<file path="src/sv/nsf_pkg.sv">
// nsf_pkg: shared types and constants of the NMEA sentence framer.
// No dependencies; imported by every module of the block.
`timescale 1ns / 1ps
package nsf_pkg;

  localparam int unsigned MAX_BODY_DEF = 256;

  localparam logic [7:0]  CH_START  = 8'h24;
  localparam logic [7:0]  CH_COMMA  = 8'h2c;
  localparam logic [7:0]  CH_STAR   = 8'h2a;
  localparam logic [39:0] HDR_RESET = 40'h4750524D43;

  typedef enum logic [1:0] {
    ST_OK       = 2'd0,
    ST_MISMATCH = 2'd1,
    ST_BAD_HEX  = 2'd2,
    ST_OVERFLOW = 2'd3
  } status_t;

  typedef enum logic {
    KIND_DATA   = 1'b0,
    KIND_STATUS = 1'b1
  } kind_t;

  typedef struct packed {
    kind_t       item_kind;
    logic [7:0]  data_byte;
    status_t     status;
    logic [8:0]  sentence_len;
    logic [7:0]  computed_sum;
    logic [7:0]  given_sum;
    logic        last;
  } result_t;

  typedef struct packed {
    logic    push;
    result_t item;
  } push_t;

endpackage

</file>
<file path="src/sv/nsf_in_if.sv">
// nsf_in_if: byte channel into the framer (valid, ready, rx_byte).
// No dependencies.
`timescale 1ns / 1ps
interface nsf_in_if;
  logic       valid;
  logic       ready;
  logic [7:0] rx_byte;

  modport source (output valid, output rx_byte, input ready);
  modport sink   (input valid, input rx_byte, output ready);
endinterface

</file>
<file path="src/sv/nsf_out_if.sv">
// nsf_out_if: result channel out of the framer.
// Uses nsf_pkg for the status and kind types.
`timescale 1ns / 1ps
interface nsf_out_if;
  import nsf_pkg::*;
  logic       valid;
  logic       ready;
  kind_t      item_kind;
  logic [7:0] data_byte;
  status_t    status;
  logic [8:0] sentence_len;
  logic [7:0] computed_sum;
  logic [7:0] given_sum;
  logic       last;

  modport source (output valid, output item_kind, output data_byte, output status,
                  output sentence_len, output computed_sum, output given_sum,
                  output last, input ready);
  modport sink   (input valid, input item_kind, input data_byte, input status,
                  input sentence_len, input computed_sum, input given_sum,
                  input last, output ready);
endinterface

</file>
<file path="src/sv/nmea_sentence_framer.sv">
// nmea_sentence_framer: NMEA 0183 sentence framer with XOR checksum check.
// Throughput: one byte beat per cycle while the result queue has room; a matched header
//   stalls input while the header and comma replay from the parser into the result queue.
// Timing: a body or status beat is pushed into the result queue in the same cycle as
//   its byte is taken; the header and comma beats follow the accepted comma byte.
// Reset: synchronous active-low rst_n; parser hunts for '$', queue is empty,
//   header register returns to GPRMC. Depends on nsf_pkg, nsf_parser, nsf_out_fifo.
`timescale 1ns / 1ps
module nmea_sentence_framer
  import nsf_pkg::*;
#(
  parameter int unsigned MAX_BODY = MAX_BODY_DEF
) (
  input  logic        clk,
  input  logic        rst_n,
  nsf_in_if.sink      in_ch,
  nsf_out_if.source   out_ch,
  input  logic        cfg_we,
  input  logic [39:0] cfg_wdata
);

  logic [39:0] header_word_r;
  logic [1:0]  free;
  push_t       wr;
  result_t     head;
  logic        head_valid;
  logic        in_ready;

  always_ff @(posedge clk) begin
    if (!rst_n) begin
      header_word_r <= HDR_RESET;
    end else if (cfg_we) begin
      header_word_r <= cfg_wdata;
    end
  end

  nsf_parser #(.MAX_BODY(MAX_BODY)) u_parser (
    .clk         (clk),
    .rst_n       (rst_n),
    .in_valid    (in_ch.valid),
    .in_byte     (in_ch.rx_byte),
    .in_ready    (in_ready),
    .header_word (header_word_r),
    .free        (free),
    .wr          (wr)
  );

  nsf_out_fifo u_fifo (
    .clk        (clk),
    .rst_n      (rst_n),
    .wr         (wr),
    .pop        (out_ch.ready),
    .head_valid (head_valid),
    .head       (head),
    .free       (free)
  );

  assign in_ch.ready         = in_ready;
  assign out_ch.valid        = head_valid;
  assign out_ch.item_kind    = head.item_kind;
  assign out_ch.data_byte    = head.data_byte;
  assign out_ch.status       = head.status;
  assign out_ch.sentence_len = head.sentence_len;
  assign out_ch.computed_sum = head.computed_sum;
  assign out_ch.given_sum    = head.given_sum;
  assign out_ch.last         = head.last;

endmodule

</file>
<file path="src/sv/nsf_out_fifo.sv">
// nsf_out_fifo: two-entry result queue that decouples parser and sink.
// Uses nsf_pkg for result_t and push_t.
`timescale 1ns / 1ps
module nsf_out_fifo
  import nsf_pkg::*;
(
  input  logic       clk,
  input  logic       rst_n,
  input  push_t      wr,
  input  logic       pop,
  output logic       head_valid,
  output result_t    head,
  output logic [1:0] free
);

  result_t    mem_r [2];
  logic       wr_ptr_r, rd_ptr_r;
  logic [1:0] count_r, count_nxt;
  logic       do_pop;

  assign head_valid = (count_r != 2'd0);
  assign head       = mem_r[rd_ptr_r];
  assign free       = 2'd2 - count_r;
  assign do_pop     = pop && head_valid;

  always_comb begin
    count_nxt = count_r + {1'b0, wr.push} - {1'b0, do_pop};
  end

  always_ff @(posedge clk) begin
    if (!rst_n) begin
      wr_ptr_r <= 1'b0;
      rd_ptr_r <= 1'b0;
      count_r  <= 2'd0;
    end else begin
      if (wr.push) wr_ptr_r <= ~wr_ptr_r;
      if (do_pop)  rd_ptr_r <= ~rd_ptr_r;
      count_r <= count_nxt;
    end
  end

  always_ff @(posedge clk) begin
    if (wr.push) mem_r[wr_ptr_r] <= wr.item;
  end

endmodule

</file>
<file path="src/sv/nsf_parser.sv">
// nsf_parser: sentence state machine, running XOR and header replay.
// Uses nsf_pkg; pushes result beats into nsf_out_fifo.
`timescale 1ns / 1ps
module nsf_parser
  import nsf_pkg::*;
#(
  parameter int unsigned MAX_BODY = MAX_BODY_DEF
) (
  input  logic        clk,
  input  logic        rst_n,
  input  logic        in_valid,
  input  logic [7:0]  in_byte,
  output logic        in_ready,
  input  logic [39:0] header_word,
  input  logic [1:0]  free,
  output push_t       wr
);

  localparam int unsigned BW = $clog2(MAX_BODY + 1);

  typedef enum logic [5:0] {
    PH_HUNT   = 6'b000001,
    PH_HEADER = 6'b000010,
    PH_COMMA  = 6'b000100,
    PH_BODY   = 6'b001000,
    PH_HEX1   = 6'b010000,
    PH_HEX2   = 6'b100000
  } phase_t;

  phase_t      phase_r, phase_nxt;
  logic [39:0] hdr_r, hdr_nxt;
  logic [2:0]  hdr_cnt_r, hdr_cnt_nxt;
  logic [BW-1:0] body_cnt_r, body_cnt_nxt;
  logic [7:0]  xor_r, xor_nxt;
  logic [3:0]  hi_r, hi_nxt;
  logic        hi_bad_r, hi_bad_nxt;
  logic [47:0] emit_r, emit_nxt;
  logic [2:0]  emit_cnt_r, emit_cnt_nxt;
  logic        accept;
  logic [3:0]  dig;
  logic        dig_ok;
  logic [7:0]  given;
  logic [9:0]  len_wide;
  logic [8:0]  len;

  function automatic logic [4:0] hex_dec(input logic [7:0] c);
    logic [4:0] r;
    r = 5'd0;
    if (c >= 8'h30 && c <= 8'h39)      r = {1'b1, 4'(c - 8'h30)};
    else if (c >= 8'h41 && c <= 8'h46) r = {1'b1, 4'(c - 8'h37)};
    else if (c >= 8'h61 && c <= 8'h66) r = {1'b1, 4'(c - 8'h57)};
    return r;
  endfunction

  assign in_ready = (emit_cnt_r == 3'd0) && (free != 2'd0);
  assign accept   = in_valid && in_ready;
  assign {dig_ok, dig} = hex_dec(in_byte);
  assign given    = {hi_r, dig};
  assign len_wide = 10'd6 + 10'(body_cnt_r);
  assign len      = (len_wide > 10'd511) ? 9'h1FF : len_wide[8:0];

  always_comb begin
    phase_nxt    = phase_r;
    hdr_nxt      = hdr_r;
    hdr_cnt_nxt  = hdr_cnt_r;
    body_cnt_nxt = body_cnt_r;
    xor_nxt      = xor_r;
    hi_nxt       = hi_r;
    hi_bad_nxt   = hi_bad_r;
    emit_nxt     = emit_r;
    emit_cnt_nxt = emit_cnt_r;
    wr           = '0;
    wr.item.item_kind    = KIND_DATA;
    wr.item.status       = ST_OK;

    if (emit_cnt_r != 3'd0) begin
      if (free != 2'd0) begin
        wr.push           = 1'b1;
        wr.item.data_byte = emit_r[47:40];
        emit_nxt          = {emit_r[39:0], 8'h00};
        emit_cnt_nxt      = emit_cnt_r - 3'd1;
      end
    end else if (accept) begin
      unique case (phase_r)
        PH_HEADER: begin
          hdr_nxt     = {hdr_r[31:0], in_byte};
          hdr_cnt_nxt = hdr_cnt_r + 3'd1;
          if (hdr_cnt_nxt >= 3'd5) phase_nxt = PH_COMMA;
        end
        PH_COMMA: begin
          if (hdr_r == header_word) begin
            xor_nxt      = hdr_r[39:32] ^ hdr_r[31:24] ^ hdr_r[23:16] ^
                           hdr_r[15:8] ^ hdr_r[7:0] ^ CH_COMMA;
            emit_nxt     = {hdr_r, CH_COMMA};
            emit_cnt_nxt = 3'd6;
            body_cnt_nxt = '0;
            phase_nxt    = PH_BODY;
          end else begin
            phase_nxt = PH_HUNT;
          end
        end
        PH_BODY: begin
          if (in_byte == CH_STAR) begin
            phase_nxt = PH_HEX1;
          end else if (body_cnt_r < BW'(MAX_BODY)) begin
            xor_nxt           = xor_r ^ in_byte;
            body_cnt_nxt      = body_cnt_r + BW'(1);
            wr.push           = 1'b1;
            wr.item.data_byte = in_byte;
          end else begin
            wr.push              = 1'b1;
            wr.item.item_kind    = KIND_STATUS;
            wr.item.status       = ST_OVERFLOW;
            wr.item.sentence_len = len;
            wr.item.computed_sum = xor_r;
            wr.item.last         = 1'b1;
            phase_nxt            = PH_HUNT;
          end
        end
        PH_HEX1: begin
          hi_bad_nxt = !dig_ok;
          hi_nxt     = dig;
          phase_nxt  = PH_HEX2;
        end
        PH_HEX2: begin
          wr.push              = 1'b1;
          wr.item.item_kind    = KIND_STATUS;
          wr.item.sentence_len = len;
          wr.item.computed_sum = xor_r;
          wr.item.last         = 1'b1;
          if (!dig_ok || hi_bad_r) begin
            wr.item.status = ST_BAD_HEX;
          end else begin
            wr.item.given_sum = given;
            wr.item.status    = (given == xor_r) ? ST_OK : ST_MISMATCH;
          end
          phase_nxt = PH_HUNT;
        end
        default: begin
          if (in_byte == CH_START) begin
            hdr_nxt      = '0;
            hdr_cnt_nxt  = '0;
            body_cnt_nxt = '0;
            xor_nxt      = '0;
            phase_nxt    = PH_HEADER;
          end else begin
            phase_nxt = PH_HUNT;
          end
        end
      endcase
    end
  end

  always_ff @(posedge clk) begin
    if (!rst_n) begin
      phase_r    <= PH_HUNT;
      hdr_r      <= '0;
      hdr_cnt_r  <= '0;
      body_cnt_r <= '0;
      xor_r      <= '0;
      hi_r       <= '0;
      hi_bad_r   <= 1'b0;
      emit_cnt_r <= '0;
    end else begin
      phase_r    <= phase_nxt;
      hdr_r      <= hdr_nxt;
      hdr_cnt_r  <= hdr_cnt_nxt;
      body_cnt_r <= body_cnt_nxt;
      xor_r      <= xor_nxt;
      hi_r       <= hi_nxt;
      hi_bad_r   <= hi_bad_nxt;
      emit_cnt_r <= emit_cnt_nxt;
    end
  end

  always_ff @(posedge clk) begin
    emit_r <= emit_nxt;
  end

endmodule

</file>
<file path="src/flat_wrapper.sv">
// flat-port wrapper written by rule: the top's interface ports become plain ports
module nmea_sentence_framer_flat import nsf_pkg::*;
#(
  parameter int unsigned MAX_BODY = MAX_BODY_DEF
)
  (clk, rst_n, cfg_we, cfg_wdata, in_ch_valid, in_ch_rx_byte, in_ch_ready, out_ch_valid, out_ch_item_kind, out_ch_data_byte, out_ch_status, out_ch_sentence_len, out_ch_computed_sum, out_ch_given_sum, out_ch_last, out_ch_ready);
  nsf_in_if in_ch_i ();
  nsf_out_if out_ch_i ();
  input  logic clk;
  input  logic rst_n;
  input  logic cfg_we;
  input  logic [39:0] cfg_wdata;
  input wire logic [$bits(in_ch_i.valid)-1:0] in_ch_valid;
  input wire logic [$bits(in_ch_i.rx_byte)-1:0] in_ch_rx_byte;
  output wire logic [$bits(in_ch_i.ready)-1:0] in_ch_ready;
  output wire logic [$bits(out_ch_i.valid)-1:0] out_ch_valid;
  output wire logic [$bits(out_ch_i.item_kind)-1:0] out_ch_item_kind;
  output wire logic [$bits(out_ch_i.data_byte)-1:0] out_ch_data_byte;
  output wire logic [$bits(out_ch_i.status)-1:0] out_ch_status;
  output wire logic [$bits(out_ch_i.sentence_len)-1:0] out_ch_sentence_len;
  output wire logic [$bits(out_ch_i.computed_sum)-1:0] out_ch_computed_sum;
  output wire logic [$bits(out_ch_i.given_sum)-1:0] out_ch_given_sum;
  output wire logic [$bits(out_ch_i.last)-1:0] out_ch_last;
  input wire logic [$bits(out_ch_i.ready)-1:0] out_ch_ready;
  assign in_ch_i.valid = in_ch_valid;
  assign in_ch_i.rx_byte = in_ch_rx_byte;
  assign in_ch_ready = in_ch_i.ready;
  assign out_ch_valid = out_ch_i.valid;
  assign out_ch_item_kind = out_ch_i.item_kind;
  assign out_ch_data_byte = out_ch_i.data_byte;
  assign out_ch_status = out_ch_i.status;
  assign out_ch_sentence_len = out_ch_i.sentence_len;
  assign out_ch_computed_sum = out_ch_i.computed_sum;
  assign out_ch_given_sum = out_ch_i.given_sum;
  assign out_ch_last = out_ch_i.last;
  assign out_ch_i.ready = out_ch_ready;
  nmea_sentence_framer #(.MAX_BODY(MAX_BODY)) u_core (.clk(clk), .rst_n(rst_n), .in_ch(in_ch_i), .out_ch(out_ch_i), .cfg_we(cfg_we), .cfg_wdata(cfg_wdata));
endmodule
</file>
<file path="config.mk">
export PLATFORM = sky130hd
export DESIGN_NAME = nmea_sentence_framer_flat
export DESIGN_NICKNAME = d
export VERILOG_FILES = /design/src/sv/nsf_pkg.sv /design/src/sv/nsf_in_if.sv /design/src/sv/nsf_out_if.sv /design/src/sv/nmea_sentence_framer.sv /design/src/sv/nsf_out_fifo.sv /design/src/sv/nsf_parser.sv /design/src/flat_wrapper.sv
export SDC_FILE = /design/constraint.sdc
export NUM_CORES = 1
export LEC_CHECK = 0
export BUFFER_PORTS_ARGS = -buffer_cell sky130_fd_sc_hd__buf_2
export CAP_MARGIN = 10
export CORE_MARGIN = 2
export CORE_UTILIZATION = 40
export DETAILED_ROUTE_END_ITERATION = 12
export PLACE_DENSITY = 0.68
export REMOVE_ABC_BUFFERS = 1
export SLEW_MARGIN = 20
export SYNTH_ARGS = -nofsm -noshare
export SYNTH_HDL_FRONTEND = slang
export SYNTH_SLANG_ARGS = --single-unit
</file>
<file path="constraint.sdc">
create_clock -name clk -period 5.05 [get_ports clk]
set_input_delay 1.01 -clock clk [delete_from_list [all_inputs] [get_ports clk]]
set_output_delay 1.01 -clock clk [all_outputs]
set_load 0.1 [all_outputs]
</file>
==> Yosys cells after proc, flatten, opt, wreduce, memory -nomap -nowiden <==
Memories as Yosys holds them, arrays and structs flattened. A register that Yosys moved wholly into a read port is not among the register bits.
Cells that the tools add are included.
{ "totals": {"elab_cells": 141, "mem_bits_rw": 74, "ff_bits": 166, "memories": 1, "output_inout_bits": 39} }
{ "op_classes": {"n_lt_le_gt_ge": 9, "add_sub_neg": 10, "n_reduce_logical": 24, "eq_ne": 15, "n_mux": 58, "bitwise": 11} }
{ "memory_table": {"columns": ["name", "words", "width", "read_ports", "rd_ports_with_merged_regs", "wr", "line_no", "text"], "rows": [
  ["u_core.u_fifo.mem_r", 2, 37, 1, 1, 1, "nsf_out_fifo.sv:16", "result_t mem_r [2];"]
]} }
{ "op_table": {"columns": ["cell", "count"], "rows": [
  ["$mux W48", 5],
  ["$mux W8", 10],
  ["$pmux W40 S2", 1],
  ["$mux W9", 5],
  ["$eq A40 B40 Y1", 1],
  ["$mux W40", 1],
  ["$xor A8 B8 Y8", 5],
  ["$mux W38", 1],
  ["$pmux W19 S2", 1],
  ["$pmux W6 S5", 1],
  ["$mux W29", 1],
  ["$mux W28", 1],
  ["$pmux W9 S3", 1],
  ["$pmux W8 S3", 1],
  ["$mux W19", 1],
  ["$mux W3", 6],
  ["$mux W6", 3],
  ["$eq A8 B6 Y1 const B", 2],
  ["$ge A8 B7 Y1 const B", 2],
  ["$le A8 B7 Y1 const B", 2],
  ["$mux W5", 3],
  ["$reduce_and A4 Y1", 3],
  ["$reduce_bool A2 Y1", 6],
  ["$add A3 B9 Y10 const A", 1],
  ["other kinds (38)", 63]
]} }

==> Longest topological paths before layout <==
{ "depth": {"ltp_word": 13, "depth_mapped": 13, "mapped_depth_nobuf": 12} }

==> Modules after synthesis <==
A second synthesis with hierarchy kept.
{ "unflattened": {"hier_cells": 1007, "area_unflattened_um2": 10951.8} }
{ "modules_own_cells": {"columns": ["mod", "area_each_um2", "instances", "seq_area_each_um2", "cells_per_inst"], "rows": [
  ["nsf_parser", 6372.4, 1, 2712.6, 737],
  ["nsf_out_fifo", 3070.4, 1, 2322.2, 141],
  ["nmea_sentence_framer", 1508.9, 1, 800.8, 129]
]} }

==> Worst setup path after synthesis <==
Ideal clock, no wire load.
{ "synth_path": {"kind": "reg2reg", "startpoint": "register u_core.u_parser.emit_cnt_r[0]", "endpoint": "memory u_core.u_fifo.mem_r[1][0] (netlist name), enable pin", "t_arrival_ns": 4.443, "n_path_buf": 1, "path_stages_with_launch": 9, "period_less_slack_ns": 4.878, "path_slack_ns": 0.172, "required_ns": 4.615, "setup_ns": 0.435, "cell_sequence": "dfxtp_1 > inv_1 > ha_1 > nand2b_1 > clkbuf_1 > nor2_1 > nand2_1 > o21a_1 > nor2b_1"} }
{ "synth_via": {"elab_chain_cells": 7, "elab_cells_between_ends": 8, "cone_classes": "mux (4); reduce/logical (4)"} }
{ "synth_rtl": {"columns": ["element", "line_no", "text"], "rows": [
  ["start, declared", "nsf_parser.sv:38", "logic [2:0] emit_cnt_r, emit_cnt_nxt;"],
  ["start signal, assigned", "nsf_parser.sv:172", "emit_cnt_r <= emit_cnt_nxt;"],
  ["$logic_not A3 Y1", "nsf_parser.sv:55", "assign in_ready = (emit_cnt_r == 3'd0) && (free != 2'd0);"],
  ["$logic_and A1 B1 Y1", "nsf_parser.sv:55", null],
  ["via in_ch_ready", "flat_wrapper.sv:15", "output wire logic [$bits(in_ch_i.ready)-1:0] in_ch_ready;"],
  ["$logic_and A1 B1 Y1", "nsf_parser.sv:56", "assign accept = in_valid && in_ready;"],
  ["$mux W38", "nsf_parser.sv:83", "end else if (accept) begin"],
  ["$mux W1", "nsf_parser.sv:76", "if (emit_cnt_r != 3'd0) begin"],
  ["$mux W1", "nsf_out_fifo.sv:43", "if (wr.push) mem_r[wr_ptr_r] <= wr.item;"],
  ["$mux W1 (not written as such)", "nsf_out_fifo.sv:43", null],
  ["end, declared", "nsf_out_fifo.sv:16", null]
]} }
The timed path passes the listed nets, and every way through them passes these cells.

==> Worst setup path after layout <==
{ "layout_path": {"startpoint": "register u_core.u_parser.emit_cnt_r[0]", "endpoint": "register u_core.u_parser.hdr_cnt_r[2]"} }
{ "layout_via": {"elab_chain_cells": 4, "elab_cells_between_ends": 6, "cone_classes": "bitwise (1); reduce/logical (5)"} }
{ "layout_rtl": {"columns": ["element", "line_no", "text"], "rows": [
  ["$logic_not A3 Y1", "nsf_parser.sv:55", null],
  ["$logic_and A1 B1 Y1", "nsf_parser.sv:55", null],
  ["$logic_and A1 B1 Y1", "nsf_parser.sv:56", null],
  ["$reduce_and A4 Y1 (no line) *", null, null],
  ["end signal, assigned", "nsf_parser.sv:167", "hdr_cnt_r <= hdr_cnt_nxt;"],
  ["end, declared", "nsf_parser.sv:32", "logic [2:0] hdr_cnt_r, hdr_cnt_nxt;"]
]} }
Mark *: on every way between the ends. The rest lies on a longest branch, timed or not.
A chain may end at the register's enable or synchronous reset.

==> reports/results.ini <==
[outcome]
status=finished with violations
failed_checks=design-rule violations

[logic_synthesis]
yosysTopAreaCell=edfxtp_1
synth_edf_count=113
synth_top_area_share_pct=31.8
synth-adder-area-share_pct=1.76
synth_compound_area_share_pct=9.08
synth-seq-cells=232
synth_area_sq_um=10700
postSynthCellCount=994
syn_avg_cell_area_sq_um=10.7
synth_ff_type=dfxtp_1
yosysWarnings=0
synth.distinct_cells=57
synth_top_family_by_area=simple AND/OR/NAND/NOR gates
synthArstFlopShare_pct=0
ys_seq_area_share_pct=54.2
synth_mux_area_share_pct=7.93
ys_top_cells_by_area=edfxtp_1 (32%), dfxtp_1 (22%), xnor2_1 (6.2%), nand2_1 (5.4%), nor2b_1 (4.5%)
synth-simple-area-share_pct=16.5
synth-xor-area-share_pct=7.48

[floorplan]
core_area_sq_um=26100
rows=59
die_h_um=167
ios=92
die_area_sq_um=28000
fp.dieW_um=167
initial_utilization_pct=40.8

[global_route]
grt_pass1_wl_um=37500
grt_start_max_net_pins=52
groute.usage.overall_pct=16.4
grt.overflow.total=0
antenna_found_initial=0
first_global_vias=7004

[hold_path]
hold_path_class=reg -> reg
min_from=u_core.u_parser.emit_cnt_r[1]$_SDFFE_PN0P_
whs_path_depth=2
whs_endpoint=u_core.u_parser.emit_cnt_r[1]$_SDFFE_PN0P_

[timing]
tns_ns=0
hold_viol_final=0
setup_viol_count_final=0
rsz0062_at_grt=no
worstMarginPinSlew_ns=0.871
period_minus_slack_ns=3.17
clock_skew_ns=0.0123
slew_headroom_pct=41.9
period_share_pct=62.8
max_clock_freq_ghz=0.316
drv_slew=0

[clock_network]
numCtsBuffers=25
root_buffer=clkbuf_16
clk_latency_ns=0.52
cts_max_level=1
hold_buffers=0
clock_path_buffers=3
cts_setup_buffers=0
post_cts_resized=0
cts.sinks=232
cts_tree=done
clkTransAtPathRegs_ns=0.06

[worst_setup_path]
path_class=reg -> reg
rrSetupSlack_ns=1.88
path_max_fanout=43
crit_chain=inv_1 > ha_1 > nand2b_1 > inv_2 > and3_1 > nand2b_1 > nand2b_1 > buf_4 > o21ai_0 > a21boi_0
rr_worst_depth=10
worst-path-buf-inv=3
cp_slowest_cell=nand2b_1
crit_path_frequent_cell=nand2b_1
path_depth=10
cp-end-kind=flip-flop
cp_data_arrival_time_ns=3.56
max_stage_delay_ns=0.56
critPathLaunchType=flip-flop
crit_family=simple AND/OR/NAND/NOR gates
cp.required_ns=5.44
r2r-start=u_core.u_parser.emit_cnt_r[0]$_SDFFE_PN0P_
worstReg2RegEnd=u_core.u_parser.hdr_cnt_r[2]$_SDFFE_PN0P_

[final_layout]
fill_cells=2459
finalNonFillerCells=1421
multi_input_area_sq_um=4580
final_common_cell=nand2_1
diodes=0
drive_gt1_share_pct=17.1
mostFrequentLayoutCells=nand2_1 (152), dfxtp_1 (119), edfxtp_1 (113)
seqCellArea_sq_um=5780
layout.nets=1136
area_delta_synth_final_pct=14.8

[pwr]
peakVddDrop_uv=321
total_leakage_power_nw=4.59
power_density_nw_per_um2=595

[drt]
drtPass1Iterations=9
postRouteAntennaNets=0
wl_um=23100
viasPerCell=5.17
remaining_drc_errors=5
routed-via-count=7349
wl_per_cell_um=16.2
first_iter_violations=454

[place]
gp_routability_congestion=0.845
io_buffers=91
dp_hpwl_um=15500
dp_cells=1374

[run]
max-cap-violations=0

-- synthesized netlist by cell type (3+ instances only) --
cell	instances
a211oi_1	5
a21boi_0	10
a21oi_1	27
a22o_1	8
a22oi_1	42
and2_1	21
and3_1	3
buf_1	5
buf_2	3
clkbuf_1	44
dfxtp_1	119
edfxtp_1	113
ha_1	15
inv_1	26
mux2_2	36
mux2i_1	44
nand2_1	152
nand2b_1	6
nand3_1	8
nand4_1	15
nor2_1	38
nor2b_1	76
nor3_1	10
nor4_1	6
o211a_1	4
o21ai_0	19
o32ai_1	8
or3_1	6
xnor2_1	76
xor2_1	15
-- state kept, by name, indices dropped and copies added (netlist names), 4 cells and up, named ones only --
signal	flops
u_core.u_fifo.mem_r	72
u_core.u_parser.xor_r	8
u_core.u_parser.phase_r	6
u_core.u_parser.hi_r	4
u_core.u_parser.emit_r	41
u_core.header_word_r	40
u_core.u_parser.hdr_r	40
u_core.u_parser.body_cnt_r	9
-- worst reg2reg max path, cell delays in order (launching register included) --
cell      delay (ns)
dfxtp_1         0.31
inv_1           0.09
ha_1            0.15
nand2b_1        0.08
inv_2           0.54
and3_1          0.43
nand2b_1        0.17
nand2b_1        0.56
buf_4           0.43
o21ai_0         0.20
a21boi_0        0.10
-- layout make-up --
| type | instances | area share (%) |
|---|---|---|
| multi-input cells | 680 | 37.4 |
| well taps | 335 | 3.42 |
| clock buffers | 28 | 5.37 |
| inverters | 27 | 0.828 |
| repair buffers | 102 | 4.70 |
| flip-flops and latches | 232 | 47.2 |
| clock inverters | 17 | 1.06 |
-- power breakdown --
group	total (mW)	internal, mW	switching (mW)	leakage [nW]
combinational	2.83	0.574	2.25	2.15
sequential	2.71	2.59	0.120	2.06
clock	1.75	1.03	0.719	0.376
total	7.29	4.19	3.09	4.59
-- layer usage --
layer  vias to the layer above  track usage, %  wire, um
met5                         -               0         0
met4                         0            4.05       459
met3                        35            2.58      1130
met2                       182            26.4     10700
met1                      3513            23.2     10800
li1                       3619               -         -
-- worst max path at each step --
stage | startpoint | to
2_1_floorplan | u_core.u_parser.emit_cnt_r[0]$_SDFFE_PN0P_ | u_core.u_fifo.mem_r[1][0]$_DFFE_PP_
6_report | u_core.u_parser.emit_cnt_r[0]$_SDFFE_PN0P_ | u_core.u_parser.hdr_cnt_r[2]$_SDFFE_PN0P_
3_5_place_dp | in_ch_rx_byte[0] | u_core.u_fifo.mem_r[1][35]$_DFFE_PP_
4_1_cts | u_core.u_parser.emit_cnt_r[0]$_SDFFE_PN0P_ | u_core.u_parser.hdr_cnt_r[2]$_SDFFE_PN0P_
5_1_grt | u_core.u_parser.emit_cnt_r[0]$_SDFFE_PN0P_ | u_core.u_parser.hdr_cnt_r[2]$_SDFFE_PN0P_
3_3_place_gp | in_ch_rx_byte[0] | u_core.u_fifo.mem_r[1][30]$_DFFE_PP_
-- through the flow --
stage	setup WS (ns)	instance area (sq um)	util, %	total power [mW]	hold slack [ns]
6_report	1.88	12200	46.8	7.29	0.461
5_1_grt	1.50	12200	46.8	7.61	0.491
4_1_cts	1.84	12200	46.7	7.33	0.464
3_5_place_dp	1.45	11400	43.7	5.57	0.455
3_3_place_gp	1.49	11400	43.7	5.54	0.445
2_1_floorplan	-0.247	10400	-	5.00	0.438
-- logic make-up after synthesis --
| logic type | count (synthesis) |
|---|---|
| simple gates | 356 |
| mux | 80 |
| flops | 232 |
| buf+inv | 82 |
| compound gates | 138 |
| xor+xnor | 91 |
| fa+ha+maj | 15 |
Power figures use the tool's default switching activity.
